===== src/rtl/sws_pkg.sv =====
// ----------------------------------------------------------------------------
// sws_pkg: shared types and codes of the stop-and-wait sender
// Transaction payload structs, event, packet and action codes, phase codes, error codes, config indices.
// ----------------------------------------------------------------------------
package sws_pkg;

  localparam int unsigned MAX_PAYLOAD_DEF = 64000;

  localparam int unsigned CFG_IDX_W = 2;
  localparam int unsigned CFG_DATA_W = 64;

  localparam logic [CFG_IDX_W-1:0] CFG_SESSION_TAG    = 2'd0;
  localparam logic [CFG_IDX_W-1:0] CFG_TRANSFER_BYTES = 2'd1;
  localparam logic [CFG_IDX_W-1:0] CFG_RETRY_LIMIT    = 2'd2;

  localparam logic [7:0] RETRY_LIMIT_RST = 8'd5;

  localparam logic [1:0] FUNC_START   = 2'd0;
  localparam logic [1:0] FUNC_PACKET  = 2'd1;
  localparam logic [1:0] FUNC_TIMEOUT = 2'd2;
  localparam logic [1:0] FUNC_ABORT   = 2'd3;

  localparam logic [2:0] KIND_ACCEPT   = 3'd0;
  localparam logic [2:0] KIND_CONN_REJ = 3'd1;
  localparam logic [2:0] KIND_ACK      = 3'd2;
  localparam logic [2:0] KIND_REJECT   = 3'd3;
  localparam logic [2:0] KIND_RECEIVED = 3'd4;

  localparam logic [1:0] ACT_CONNECT = 2'd0;
  localparam logic [1:0] ACT_DATA    = 2'd1;
  localparam logic [1:0] ACT_DONE    = 2'd2;
  localparam logic [1:0] ACT_ERROR   = 2'd3;

  localparam logic [2:0] ERR_NONE     = 3'd0;
  localparam logic [2:0] ERR_TIMEOUT  = 3'd1;
  localparam logic [2:0] ERR_REJECTED = 3'd2;
  localparam logic [2:0] ERR_INVALID  = 3'd3;
  localparam logic [2:0] ERR_ABORTED  = 3'd4;
  localparam logic [2:0] ERR_REFUSED  = 3'd5;

  localparam logic [2:0] PH_IDLE    = 3'd0;
  localparam logic [2:0] PH_CONNECT = 3'd1;
  localparam logic [2:0] PH_SEND    = 3'd2;
  localparam logic [2:0] PH_AWAIT   = 3'd3;

  typedef struct packed {
    logic [1:0]  func;
    logic [2:0]  rx_kind;
    logic        rx_length_ok;
    logic [63:0] rx_session;
    logic [63:0] rx_number;
  } sws_in_t;

  typedef struct packed {
    logic [1:0]  action;
    logic [63:0] seq_number;
    logic [31:0] payload_offset;
    logic [15:0] payload_length;
    logic [2:0]  error_code;
  } sws_out_t;

endpackage


===== src/rtl/sws_if.sv =====
// ----------------------------------------------------------------------------
// sws_if: valid/ready channels of the stop-and-wait sender
// One interface for event transactions, one for result transactions.
// ----------------------------------------------------------------------------
interface sws_in_if
  import sws_pkg::*;
();
  logic    valid;
  logic    ready;
  sws_in_t data;

  modport source (output valid, output data, input ready);
  modport sink   (input valid, input data, output ready);
endinterface

interface sws_out_if
  import sws_pkg::*;
();
  logic     valid;
  logic     ready;
  sws_out_t data;

  modport source (output valid, output data, input ready);
  modport sink   (input valid, input data, output ready);
endinterface


===== src/rtl/stop_and_wait_sender.sv =====
// ----------------------------------------------------------------------------
// stop_and_wait_sender: sender side of a stop-and-wait ARQ transfer
// Event register, one pass of session logic, result register.
// ----------------------------------------------------------------------------
// The block takes one event transaction per clock cycle while the result channel
// does not stall it. An accepted event is held in the event register, and the
// session logic writes its outcome into the result register when that register
// can advance; the result register drives the result channel. Backpressure on
// the result channel stalls both stages; events that cause no result wait for
// it as well.
// All session state updates in the single pass between the two registers, so a
// following event always sees the state left by the one before.
module stop_and_wait_sender
  import sws_pkg::*;
#(
  parameter int unsigned MAX_PAYLOAD = MAX_PAYLOAD_DEF
) (
  input  logic                  clk,
  input  logic                  rst_n,
  sws_in_if.sink                in_ch,
  sws_out_if.source             out_ch,
  input  logic                  cfg_we,
  input  logic [CFG_IDX_W-1:0]  cfg_index,
  input  logic [CFG_DATA_W-1:0] cfg_wdata
);

  localparam logic [15:0] MaxLen = MAX_PAYLOAD[15:0];

  logic [63:0] session_tag_r;
  logic [31:0] transfer_bytes_r;
  logic [7:0]  retry_limit_r;

  logic        stg_valid_r;
  sws_in_t     stg_data_r;
  logic        out_valid_r;
  sws_out_t    out_data_r;

  logic [2:0]  phase_r, phase_nxt;
  logic [7:0]  retry_count_r, retry_count_nxt;
  logic [63:0] current_number_r, current_number_nxt;
  logic [31:0] bytes_left_r, bytes_left_nxt;
  logic [31:0] next_offset_r, next_offset_nxt;
  logic [15:0] current_length_r, current_length_nxt;

  logic        adv;
  logic        res_valid;
  sws_out_t    res;
  logic        good;
  logic        num_eq;
  logic        num_lt;
  logic [31:0] left_after;
  logic [31:0] left_sel;
  logic [15:0] len_sel;

  assign adv          = !out_valid_r || out_ch.ready;
  assign in_ch.ready  = !stg_valid_r || adv;
  assign out_ch.valid = out_valid_r;
  assign out_ch.data  = out_data_r;

  assign good   = stg_data_r.rx_length_ok && (stg_data_r.rx_session == session_tag_r);
  assign num_eq = stg_data_r.rx_number == current_number_r;
  assign num_lt = stg_data_r.rx_number < current_number_r;
  assign left_after = bytes_left_r - {16'd0, current_length_r};

  always_comb begin
    left_sel = (phase_r == PH_CONNECT) ? bytes_left_r : left_after;
    len_sel  = (left_sel < {16'd0, MaxLen}) ? left_sel[15:0] : MaxLen;
  end

  always_comb begin
    phase_nxt          = phase_r;
    retry_count_nxt    = retry_count_r;
    current_number_nxt = current_number_r;
    bytes_left_nxt     = bytes_left_r;
    next_offset_nxt    = next_offset_r;
    current_length_nxt = current_length_r;
    res_valid          = 1'b0;
    res                = '0;

    if (stg_valid_r && adv) begin
      if (stg_data_r.func == FUNC_START) begin
        if (phase_r == PH_IDLE) begin
          phase_nxt          = PH_CONNECT;
          retry_count_nxt    = '0;
          current_number_nxt = '0;
          bytes_left_nxt     = transfer_bytes_r;
          next_offset_nxt    = '0;
          current_length_nxt = '0;
          res_valid          = 1'b1;
          res.action         = ACT_CONNECT;
        end
      end else if (phase_r != PH_IDLE) begin
        priority if (stg_data_r.func == FUNC_ABORT) begin
          phase_nxt      = PH_IDLE;
          res_valid      = 1'b1;
          res.action     = ACT_ERROR;
          res.error_code = ERR_ABORTED;
        end else if (stg_data_r.func == FUNC_TIMEOUT) begin
          res_valid = 1'b1;
          if (phase_r == PH_AWAIT || retry_count_r >= retry_limit_r) begin
            phase_nxt      = PH_IDLE;
            res.action     = ACT_ERROR;
            res.error_code = ERR_TIMEOUT;
          end else begin
            retry_count_nxt = retry_count_r + 8'd1;
            if (phase_r == PH_CONNECT) begin
              res.action = ACT_CONNECT;
            end else begin
              res.action         = ACT_DATA;
              res.seq_number     = current_number_r;
              res.payload_offset = next_offset_r;
              res.payload_length = current_length_r;
            end
          end
        end else begin
          res.action     = ACT_ERROR;
          res.error_code = ERR_INVALID;
          unique case (phase_r)
            PH_CONNECT: begin
              if (good && stg_data_r.rx_kind == KIND_ACCEPT) begin
                retry_count_nxt = '0;
                if (bytes_left_r == '0) begin
                  phase_nxt = PH_AWAIT;
                end else begin
                  phase_nxt          = PH_SEND;
                  current_length_nxt = len_sel;
                  res_valid          = 1'b1;
                  res.action         = ACT_DATA;
                  res.error_code     = ERR_NONE;
                  res.seq_number     = current_number_r;
                  res.payload_offset = next_offset_r;
                  res.payload_length = len_sel;
                end
              end else begin
                phase_nxt = PH_IDLE;
                res_valid = 1'b1;
                if (good && stg_data_r.rx_kind == KIND_CONN_REJ) begin
                  res.error_code = ERR_REFUSED;
                end
              end
            end
            PH_SEND: begin
              priority if (good && stg_data_r.rx_kind == KIND_ACK && num_eq) begin
                current_number_nxt = current_number_r + 64'd1;
                next_offset_nxt    = next_offset_r + {16'd0, current_length_r};
                bytes_left_nxt     = left_after;
                retry_count_nxt    = '0;
                if (left_after == '0) begin
                  phase_nxt = PH_AWAIT;
                end else begin
                  current_length_nxt = len_sel;
                  res_valid          = 1'b1;
                  res.action         = ACT_DATA;
                  res.error_code     = ERR_NONE;
                  res.seq_number     = current_number_r + 64'd1;
                  res.payload_offset = next_offset_r + {16'd0, current_length_r};
                  res.payload_length = len_sel;
                end
              end else if (good && stg_data_r.rx_kind == KIND_REJECT && num_eq) begin
                phase_nxt      = PH_IDLE;
                res_valid      = 1'b1;
                res.error_code = ERR_REJECTED;
              end else if (good && ((stg_data_r.rx_kind == KIND_ACK && num_lt) ||
                                    stg_data_r.rx_kind == KIND_ACCEPT)) begin
                res_valid = 1'b0;
              end else begin
                phase_nxt = PH_IDLE;
                res_valid = 1'b1;
              end
            end
            PH_AWAIT: begin
              priority if (good && stg_data_r.rx_kind == KIND_RECEIVED) begin
                phase_nxt      = PH_IDLE;
                res_valid      = 1'b1;
                res.action     = ACT_DONE;
                res.error_code = ERR_NONE;
              end else if (good && (stg_data_r.rx_kind == KIND_ACCEPT ||
                                    stg_data_r.rx_kind == KIND_ACK)) begin
                res_valid = 1'b0;
              end else begin
                phase_nxt = PH_IDLE;
                res_valid = 1'b1;
              end
            end
            default: begin
              phase_nxt = PH_IDLE;
            end
          endcase
        end
      end
    end
  end

  always_ff @(posedge clk) begin
    if (!rst_n) begin
      session_tag_r    <= '0;
      transfer_bytes_r <= '0;
      retry_limit_r    <= RETRY_LIMIT_RST;
    end else if (cfg_we) begin
      unique case (cfg_index)
        CFG_SESSION_TAG:    session_tag_r    <= cfg_wdata;
        CFG_TRANSFER_BYTES: transfer_bytes_r <= cfg_wdata[31:0];
        CFG_RETRY_LIMIT:    retry_limit_r    <= cfg_wdata[7:0];
        default: ;
      endcase
    end
  end

  always_ff @(posedge clk) begin
    if (!rst_n) begin
      stg_valid_r      <= 1'b0;
      out_valid_r      <= 1'b0;
      phase_r          <= PH_IDLE;
      retry_count_r    <= '0;
      current_number_r <= '0;
      bytes_left_r     <= '0;
      next_offset_r    <= '0;
      current_length_r <= '0;
    end else begin
      if (in_ch.ready) begin
        stg_valid_r <= in_ch.valid;
      end
      if (adv) begin
        out_valid_r <= res_valid;
      end
      phase_r          <= phase_nxt;
      retry_count_r    <= retry_count_nxt;
      current_number_r <= current_number_nxt;
      bytes_left_r     <= bytes_left_nxt;
      next_offset_r    <= next_offset_nxt;
      current_length_r <= current_length_nxt;
    end
  end

  always_ff @(posedge clk) begin
    if (in_ch.ready) begin
      stg_data_r <= in_ch.data;
    end
    if (adv) begin
      out_data_r <= res;
    end
  end

endmodule


===== src/flat_wrapper.sv =====
// flat-port wrapper written by rule: the top's interface ports become plain ports
module stop_and_wait_sender_flat import sws_pkg::*;
#(
  parameter int unsigned MAX_PAYLOAD = MAX_PAYLOAD_DEF
)
  (clk, rst_n, cfg_we, cfg_index, cfg_wdata, in_ch_valid, in_ch_data, in_ch_ready, out_ch_valid, out_ch_data, out_ch_ready);
  sws_in_if in_ch_i ();
  sws_out_if out_ch_i ();
  input  logic clk;
  input  logic rst_n;
  input  logic cfg_we;
  input  logic [CFG_IDX_W-1:0] cfg_index;
  input  logic [CFG_DATA_W-1:0] cfg_wdata;
  input wire logic [$bits(in_ch_i.valid)-1:0] in_ch_valid;
  input wire logic [$bits(in_ch_i.data)-1:0] in_ch_data;
  output wire logic [$bits(in_ch_i.ready)-1:0] in_ch_ready;
  output wire logic [$bits(out_ch_i.valid)-1:0] out_ch_valid;
  output wire logic [$bits(out_ch_i.data)-1:0] out_ch_data;
  input wire logic [$bits(out_ch_i.ready)-1:0] out_ch_ready;
  assign in_ch_i.valid = in_ch_valid;
  assign in_ch_i.data = in_ch_data;
  assign in_ch_ready = in_ch_i.ready;
  assign out_ch_valid = out_ch_i.valid;
  assign out_ch_data = out_ch_i.data;
  assign out_ch_i.ready = out_ch_ready;
  stop_and_wait_sender #(.MAX_PAYLOAD(MAX_PAYLOAD)) u_core (.clk(clk), .rst_n(rst_n), .in_ch(in_ch_i), .out_ch(out_ch_i), .cfg_we(cfg_we), .cfg_index(cfg_index), .cfg_wdata(cfg_wdata));
endmodule

===== config.mk =====
export PLATFORM = sky130hd
export DESIGN_NAME = stop_and_wait_sender_flat
export DESIGN_NICKNAME = d
export VERILOG_FILES = /design/src/rtl/sws_pkg.sv /design/src/rtl/sws_if.sv /design/src/rtl/stop_and_wait_sender.sv /design/src/flat_wrapper.sv
export SDC_FILE = /design/constraint.sdc
export NUM_CORES = 1
export LEC_CHECK = 0
export BUFFER_PORTS_ARGS = -buffer_cell sky130_fd_sc_hd__buf_2
export CORE_MARGIN = 3
export CORE_UTILIZATION = 45
export DETAILED_ROUTE_END_ITERATION = 8
export PLACE_DENSITY = 0.71
export RECOVER_POWER = 25
export SLEW_MARGIN = 20
export SYNTH_ARGS = -nofsm -noshare
export SYNTH_HDL_FRONTEND = slang
export SYNTH_SLANG_ARGS = --single-unit

===== constraint.sdc =====
create_clock -name clk -period 14.95 [get_ports clk]
set_clock_uncertainty 0.15 [all_clocks]
set_input_delay 2.2425 -clock clk [delete_from_list [all_inputs] [get_ports clk]]
set_output_delay 2.2425 -clock clk [all_outputs]
set_load 0.01 [all_outputs]

==> results of run 1 <==
## worst min-delay path, stage by stage (launching register included)
cell	delay (ps)
dfxtp_1	310
nand2_1	50
a21oi_1	50
## cell type report
type | instances | area share
diodes | 8 | 0.000660
flip-flops and latches | 511 | 0.420
inverters | 125 | 0.0156
repair buffers | 347 | 0.0586
well taps | 765 | 0.0316
multi-input cells | 2142 | 0.413
clock buffers | 76 | 0.0507
clock inverters | 24 | 0.00949
## per-layer routing
metal,vias to the layer above,global-route usage
met5,-,0
met4,20,0.0755
met3,153,0.0525
met2,953,0.371
met1,10640,0.331
li1,11120,-
## path summary, 6_finish.rpt
| check | from | endpoint | slack, ps |
|---|---|---|---|
| worst max-delay path | out_ch_ready | u_core.out_ch.data[58] | 6990 |
| worst min-delay path | u_core.transfer_bytes_r[26] | u_core.transfer_bytes_r[26] | 310 |
| worst min register to register | u_core.transfer_bytes_r[26] | u_core.transfer_bytes_r[26] | 310 |
| worst max register to register | u_core.out_ch.valid | u_core.out_ch.data[58] | 8250 |
## flip-flops by register name, indices dropped and copies added (netlist names)
signal,cells
u_core.stg_valid_r,1
u_core.session_tag_r,64
u_core.current_length_r,16
u_core.transfer_bytes_r,32
u_core.next_offset_r,32
u_core.current_number_r,64
u_core.retry_limit_r,8
u_core.out_ch.data,117
u_core.phase_r,2
u_core.out_ch.valid,1
u_core.retry_count_r,8
u_core.stg_data_r,134
u_core.bytes_left_r,32
## power by group
group | switching [mW] | internal, mW | total [mW]
Clock | 0.566 | 0.820 | 1.39
Sequential | 0.0213 | 1.50 | 1.52
Combinational | 0.158 | 0.0988 | 0.256
Total | 0.745 | 2.42 | 3.16
## cell usage after synthesis (6+ instances only)
cell / number / area [sq um]
a22oi_1: 8 / 60.1
mux2i_1: 8 / 80.1
xor2_1: 10 / 87.6
buf_4: 10 / 75.1
o22ai_1: 6 / 37.5
dfxtp_1: 260 / 5200
a22o_1: 7 / 61.3
nor4_1: 25 / 156
o31ai_1: 43 / 323
edfxtp_1: 251 / 7540
and4_1: 9 / 78.8
nand2_1: 393 / 1480
nor3_1: 91 / 455
xnor2_1: 67 / 587
buf_1: 18 / 67.6
nand2b_1: 24 / 150
nor2_1: 214 / 803
clkbuf_1: 122 / 458
inv_1: 124 / 465
a21o_1: 37 / 278
o211ai_1: 12 / 90.1
o21ai_1: 70 / 350
a21oi_1: 333 / 1670
a211oi_1: 20 / 150
ha_1: 116 / 1450
o2bb2ai_1: 17 / 149
a31oi_1: 18 / 113
buf_2: 7 / 35.0
nor2b_1: 19 / 119
or3_1: 43 / 269
and3_1: 38 / 238
or2_2: 13 / 81.3
nand3_1: 105 / 526
nand4_1: 43 / 269
and2_1: 20 / 125
o21a_1: 25 / 188
o21ai_0: 202 / 1010
## logic make-up after synthesis
family	count (synthesis)	share of synthesized area
and+or+nand+nor	1074	0.193
muxes	11	0.00446
adders and majority gates	118	0.0566
xor gates and xnor gates	77	0.0256
buffers and inverters	285	0.0432
DFF	511	0.483
AOI/OAI and AO/OA	862	0.194
==> key figures, run 1 <==
Cells and area
  • Fin util: 0.525
  • Final Instance Area: 30,300 sq um
  • Register area: 12,700 sq um
  • P&R area growth vs syn: 15.1%
  • Filler Cells Inserted: 5,311
  • Footprint of the multi-input gates: 12,500 sq um
  • Commonest non-fill, non-tap cell in the layout: nand2_1
  • Layout Nets: 3,503
  • Layout Cells excl Fill: 3,998
  • Leading cell types in the layout, fill and taps excluded: nand2_1, a21oi_1, buf_2, dfxtp_1, edfxtp_1
  • Layout cell share with drive strength beyond 1: 0.142

Routing
  • Wire per inst: 19.0 microns
  • Via count: 22,886
  • Number of iterations in the first detailed-routing pass: 6
  • DRT antenna net count: 0
  • Met3 Wirelength: 6.99 mm
  • DRC viols: 0
  • Met1 wire length: 33.0 mm
  • WL met2: 33.9 mm
  • Final wirelength: 76.1 mm
  • Via density per instance: 5.72
  • DR iter-0 viols: 2,355
  • Top routing layer in use: met5

STA
  • Hold WS: 308 ps
  • Period utilization: 0.532
  • Rel. slew slack: -1.00
  • Final setup violation count: 0
  • Setup tns final: 0 ps
  • Crit path time final: 7960 ps
  • Final worst setup slack: 6990 ps
  • RSZ-0062 raised after global routing: false
  • F_max: 126 MHz
  • Final hold vios: 0
  • Worst-Margin Slew: 2990 ps
  • Slew Limit Fails: 193

Worst setup path
  • CP delay by family, top: buffers and inverters
  • Arr. time, crit path: 8170 ps
  • Worst-path cell chain: buf_2, nor2b_1, clkinvlp_2, nand4b_1, nor2_1, o311ai_4, buf_4, buf_4, nor2_1, o21a_1, a31o_1
  • Slowest Stage Delay on Critical Path: 2140 ps
  • CP Data Required Time: 15,160 ps
  • Worst reg-to-reg path cell count: 10
  • Buffer and inverter count on the worst path: 4
  • CP Depth: 11
  • Crit. End Element: register
  • Critical Setup Path Class: input port to register
  • Worst setup SP type: input port
  • Crit Path Max Fanout: 65
  • Critical Path Slowest Stage Cell: clkinvlp_2

Yosys
  • Syn_nets: 3,261
  • Avg Cell Area, Syn: 8.97 sq um
  • Yosys cell types: 85
  • Ys flop type: dfxtp_1
  • EDFF count, synth: 251
  • YS warnings: 0
  • Cell area after synthesis: 26,400 sq um
  • Yosys reg bits: 511
  • Async SR Flop Fraction: 0
  • Cell count after synthesis: 2,938
  • Seq/Total Area, Yosys: 0.483

Place
  • Worst slack, placed: 8800 ps
  • Dpl cells: 3,890
  • Routability Congestion: 0.927
  • Placed cell area: 28,500 sq um
  • Buffers on Ports: 323
  • HPWL after DPL: 53.4 mm

Floorplan
  • Initial cell density of the core: 0.456
  • Die Ht: 248 microns
  • Rows: 88
  • Die area: 61,500 sq um
  • Core box area: 57,800 sq um
  • Io pins: 324
  • Die W: 248 microns

Global routing
  • Largest net degree at the start of global routing: 101
  • Gr usage total: 0.238
  • First-pass GRT wire length: 116 mm
  • Initial antenna violation count: 15
  • Overflow left after global routing: 0
  • Vias in the first global route: 21,097

Worst hold path
  • Hold path cells: 2
  • Hold WC Path Type: register to register

Job
  • Max cap viols: 3

Clock tree
  • Clock transition at path regs: 60 ps
  • Hold-fix buffers, CTS: 0
  • CTS Buf Count: 53
  • Longest Clk Path Bufs: 3
  • CTS Sinks: 511
  • CTS tree: yes
  • Post-CTS setup buffer count: 0
  • Post-CTS Resized: 0
  • H-tree levels: 2
  • Skew-Pair Late Insertion Delay: 610 ps
  • Clock root cell: clkbuf_16

Run status
  • Failing checks: capacitance limit, slew limit
  • Status: complete, but fails checks

Pwr
  • Cell area power density: 104 nW/um^2
  • P_leak: 11.5 nW
  • VDD IR max: 98.9 uV
  • Power after layout: 3.16 mW
No activity file was read; power rests on OpenSTA's default activity.
==> run 2, diff against run 1 <==
- PLACE_DENSITY: 0.71 -> 0.74
- clock period: 14.95 -> 6.7 ns (I/O delays scaled with it)
==> key figures, run 2 (synthesized netlist as in run 1, its figures left out) <==
Run status
  • Status: complete, but fails checks
  • Failing checks: capacitance limit, slew limit

Worst setup path
  • Worst setup SP type: input port
  • Reg2reg setup slack: 1410 ps (-6840 ps)
  • Worst reg-to-reg path cell count: 4 (-6)
  • Crit. End Element: register
  • Reg2reg start: u_core.out_ch.valid
  • Crit Path Max Fanout: 68 (+4.6%)
  • Critical Setup Path Class: input port to register
  • Arr. time, crit path: 5430 ps (-2740 ps)
  • CP Data Required Time: 6780 ps (-8380 ps)
  • Crit Reg-Reg Endpoint: u_core.stg_data_r[124]
  • Critical Path Start: out_ch_ready
  • Crit path to: u_core.stg_data_r[124]

Clock tree
  • Longest Clk Path Bufs: 3 (unchanged)
  • Hold-fix buffers, CTS: 0 (unchanged)
  • CTS tree: yes
  • Post-CTS Resized: 0 (unchanged)
  • Clock transition at path regs: 60 ps (about the same)
  • Skew-Pair Late Insertion Delay: 610 ps (about the same)
  • CTS Sinks: 511 (unchanged)
  • H-tree levels: 2 (unchanged)
  • Post-CTS setup buffer count: 0 (unchanged)
  • Clock root cell: clkbuf_16
  • CTS Buf Count: 54 (+1.9%)

STA
  • Rel. slew slack: -1.68 (-0.677)
  • Slew Limit Fails: 140 (-27%)
  • F_max: 187 MHz
  • Hold WS: 306 ps (-1.73 ps)
  • RSZ-0062 raised after global routing: false
  • Setup tns final: 0 ps (unchanged)
  • Crit path time final: 5350 ps
  • Period utilization: 0.799
  • Worst-Margin Slew: 4020 ps (+1030 ps)
  • Final setup violation count: 0 (unchanged)
  • Final hold vios: 0 (unchanged)

Global routing
  • Largest net degree at the start of global routing: 169 (+67%)
  • Initial antenna violation count: 15 (unchanged)
  • Vias in the first global route: 20,885 (-1.0%)
  • Gr usage total: 0.241 (+0.00315)
  • First-pass GRT wire length: 118 mm (+1.6%)
  • Overflow left after global routing: 0 (unchanged)

Routing
  • Top routing layer in use: met5
  • Final wirelength: 77.6 mm (+1.9%)
  • Met1 wire length: 33.5 mm (+1.6%)
  • WL met2: 34.6 mm (+2.3%)
  • Wire per inst: 19.4 microns (+1.8%)
  • DRC viols: 0 (unchanged)
  • DR iter-0 viols: 2,308 (-2.0%)
  • DRT antenna net count: 0 (unchanged)
  • Via density per instance: 5.80 (+1.3%)
  • Via count: 23,203 (+1.4%)
  • Number of iterations in the first detailed-routing pass: 5 (-1)
  • Met3 Wirelength: 6.78 mm (-3.1%)

Cells and area
  • P&R area growth vs syn: 15.4%
  • Layout Nets: 3,505 (+0.057%)
  • Max reg flops: 134 (unchanged)
  • Commonest non-fill, non-tap cell in the layout: nand2_1
  • Filler Cells Inserted: 5,336 (+0.47%)
  • Layout Cells excl Fill: 4,003 (+0.13%)
  • Reg with most FFs: u_core.stg_data_r
  • Footprint of the multi-input gates: 12,500 sq um (about the same)
  • Register area: 12,700 sq um (unchanged)
  • Leading cell types in the layout, fill and taps excluded: nand2_1, a21oi_1, buf_2, dfxtp_1, edfxtp_1
  • Layout cell share with drive strength beyond 1: 0.144 (+0.00208)

Floorplan
  • Rows: 88 (unchanged)
  • Die W: 248 microns (unchanged)
  • Core box area: 57,800 sq um (unchanged)
  • Initial cell density of the core: 0.456 (unchanged)
  • Die Ht: 248 microns (unchanged)
  • Io pins: 324 (unchanged)
  • Die area: 61,500 sq um (unchanged)

Place
  • Dpl cells: 3,891 (+0.026%)
  • HPWL after DPL: 54.2 mm (+1.5%)
  • Buffers on Ports: 323 (unchanged)
  • Routability Congestion: 0.953 (+2.8%)

Job
  • Max cap viols: 2 (-1)

Pwr
  • Power after layout: 7.12 mW (+130%)
  • Cell area power density: 234 nW/um^2 (+120%)
  • P_leak: 11.5 nW (+0.37%)
  • VDD IR max: 237 uV (+140%)

Worst hold path
  • Hold WC Path Type: register to register
  • Min-delay src: u_core.transfer_bytes_r[22]
[run 2: worst max-delay path, cell delays in order]
cell and delay, ps:
buf_2 80, nor2b_1 90, nand2_1 270, clkbuf_1 2850, buf_4 1020
[run 2: through the flow]
step           utilization  setup slack (ps)  area [sq um]
6_report             0.526              1350         30400
2_1_floorplan            -              1160         26400
4_1_cts              0.526              1500         30400
5_1_grt              0.526               997         30400
3_3_place_gp         0.494              1590         28600
3_5_place_dp         0.494              1500         28600
[run 2: layout make-up]
type,instances,area share
Clock inverter,31,0.0115
Antenna cell,11,0.000905
Multi-Input combinational cell,2142,0.412
Timing Repair Buffer,348,0.0597
Clock buffer,70,0.0500
Inverter,125,0.0155
Sequential cell,511,0.419
Tap cell,765,0.0315
[run 2: power breakdown]
group | internal [mW] | switching, mW
Sequential | 3.35 | 0.0482
Combinational | 0.221 | 0.354
Clock | 1.85 | 1.31
Total | 5.41 | 1.71
[run 2: worst min-delay path by stage]
stage	slack [ps]	endpoint	cells past startpoint
floorplan	280	u_core.transfer_bytes_r[20]	2
global placement	290	u_core.session_tag_r[14]	2
detailed placement	300	u_core.transfer_bytes_r[22]	2
CTS	310	u_core.transfer_bytes_r[22]	2
global route	330	u_core.session_tag_r[16]	2
finish	310	u_core.transfer_bytes_r[22]	2
[run 2: layer usage]
layer	GRT usage	vias up
met5	0	-
met4	0.0903	10
met3	0.0487	151
met2	0.370	1015
met1	0.337	10880
li1	-	11147
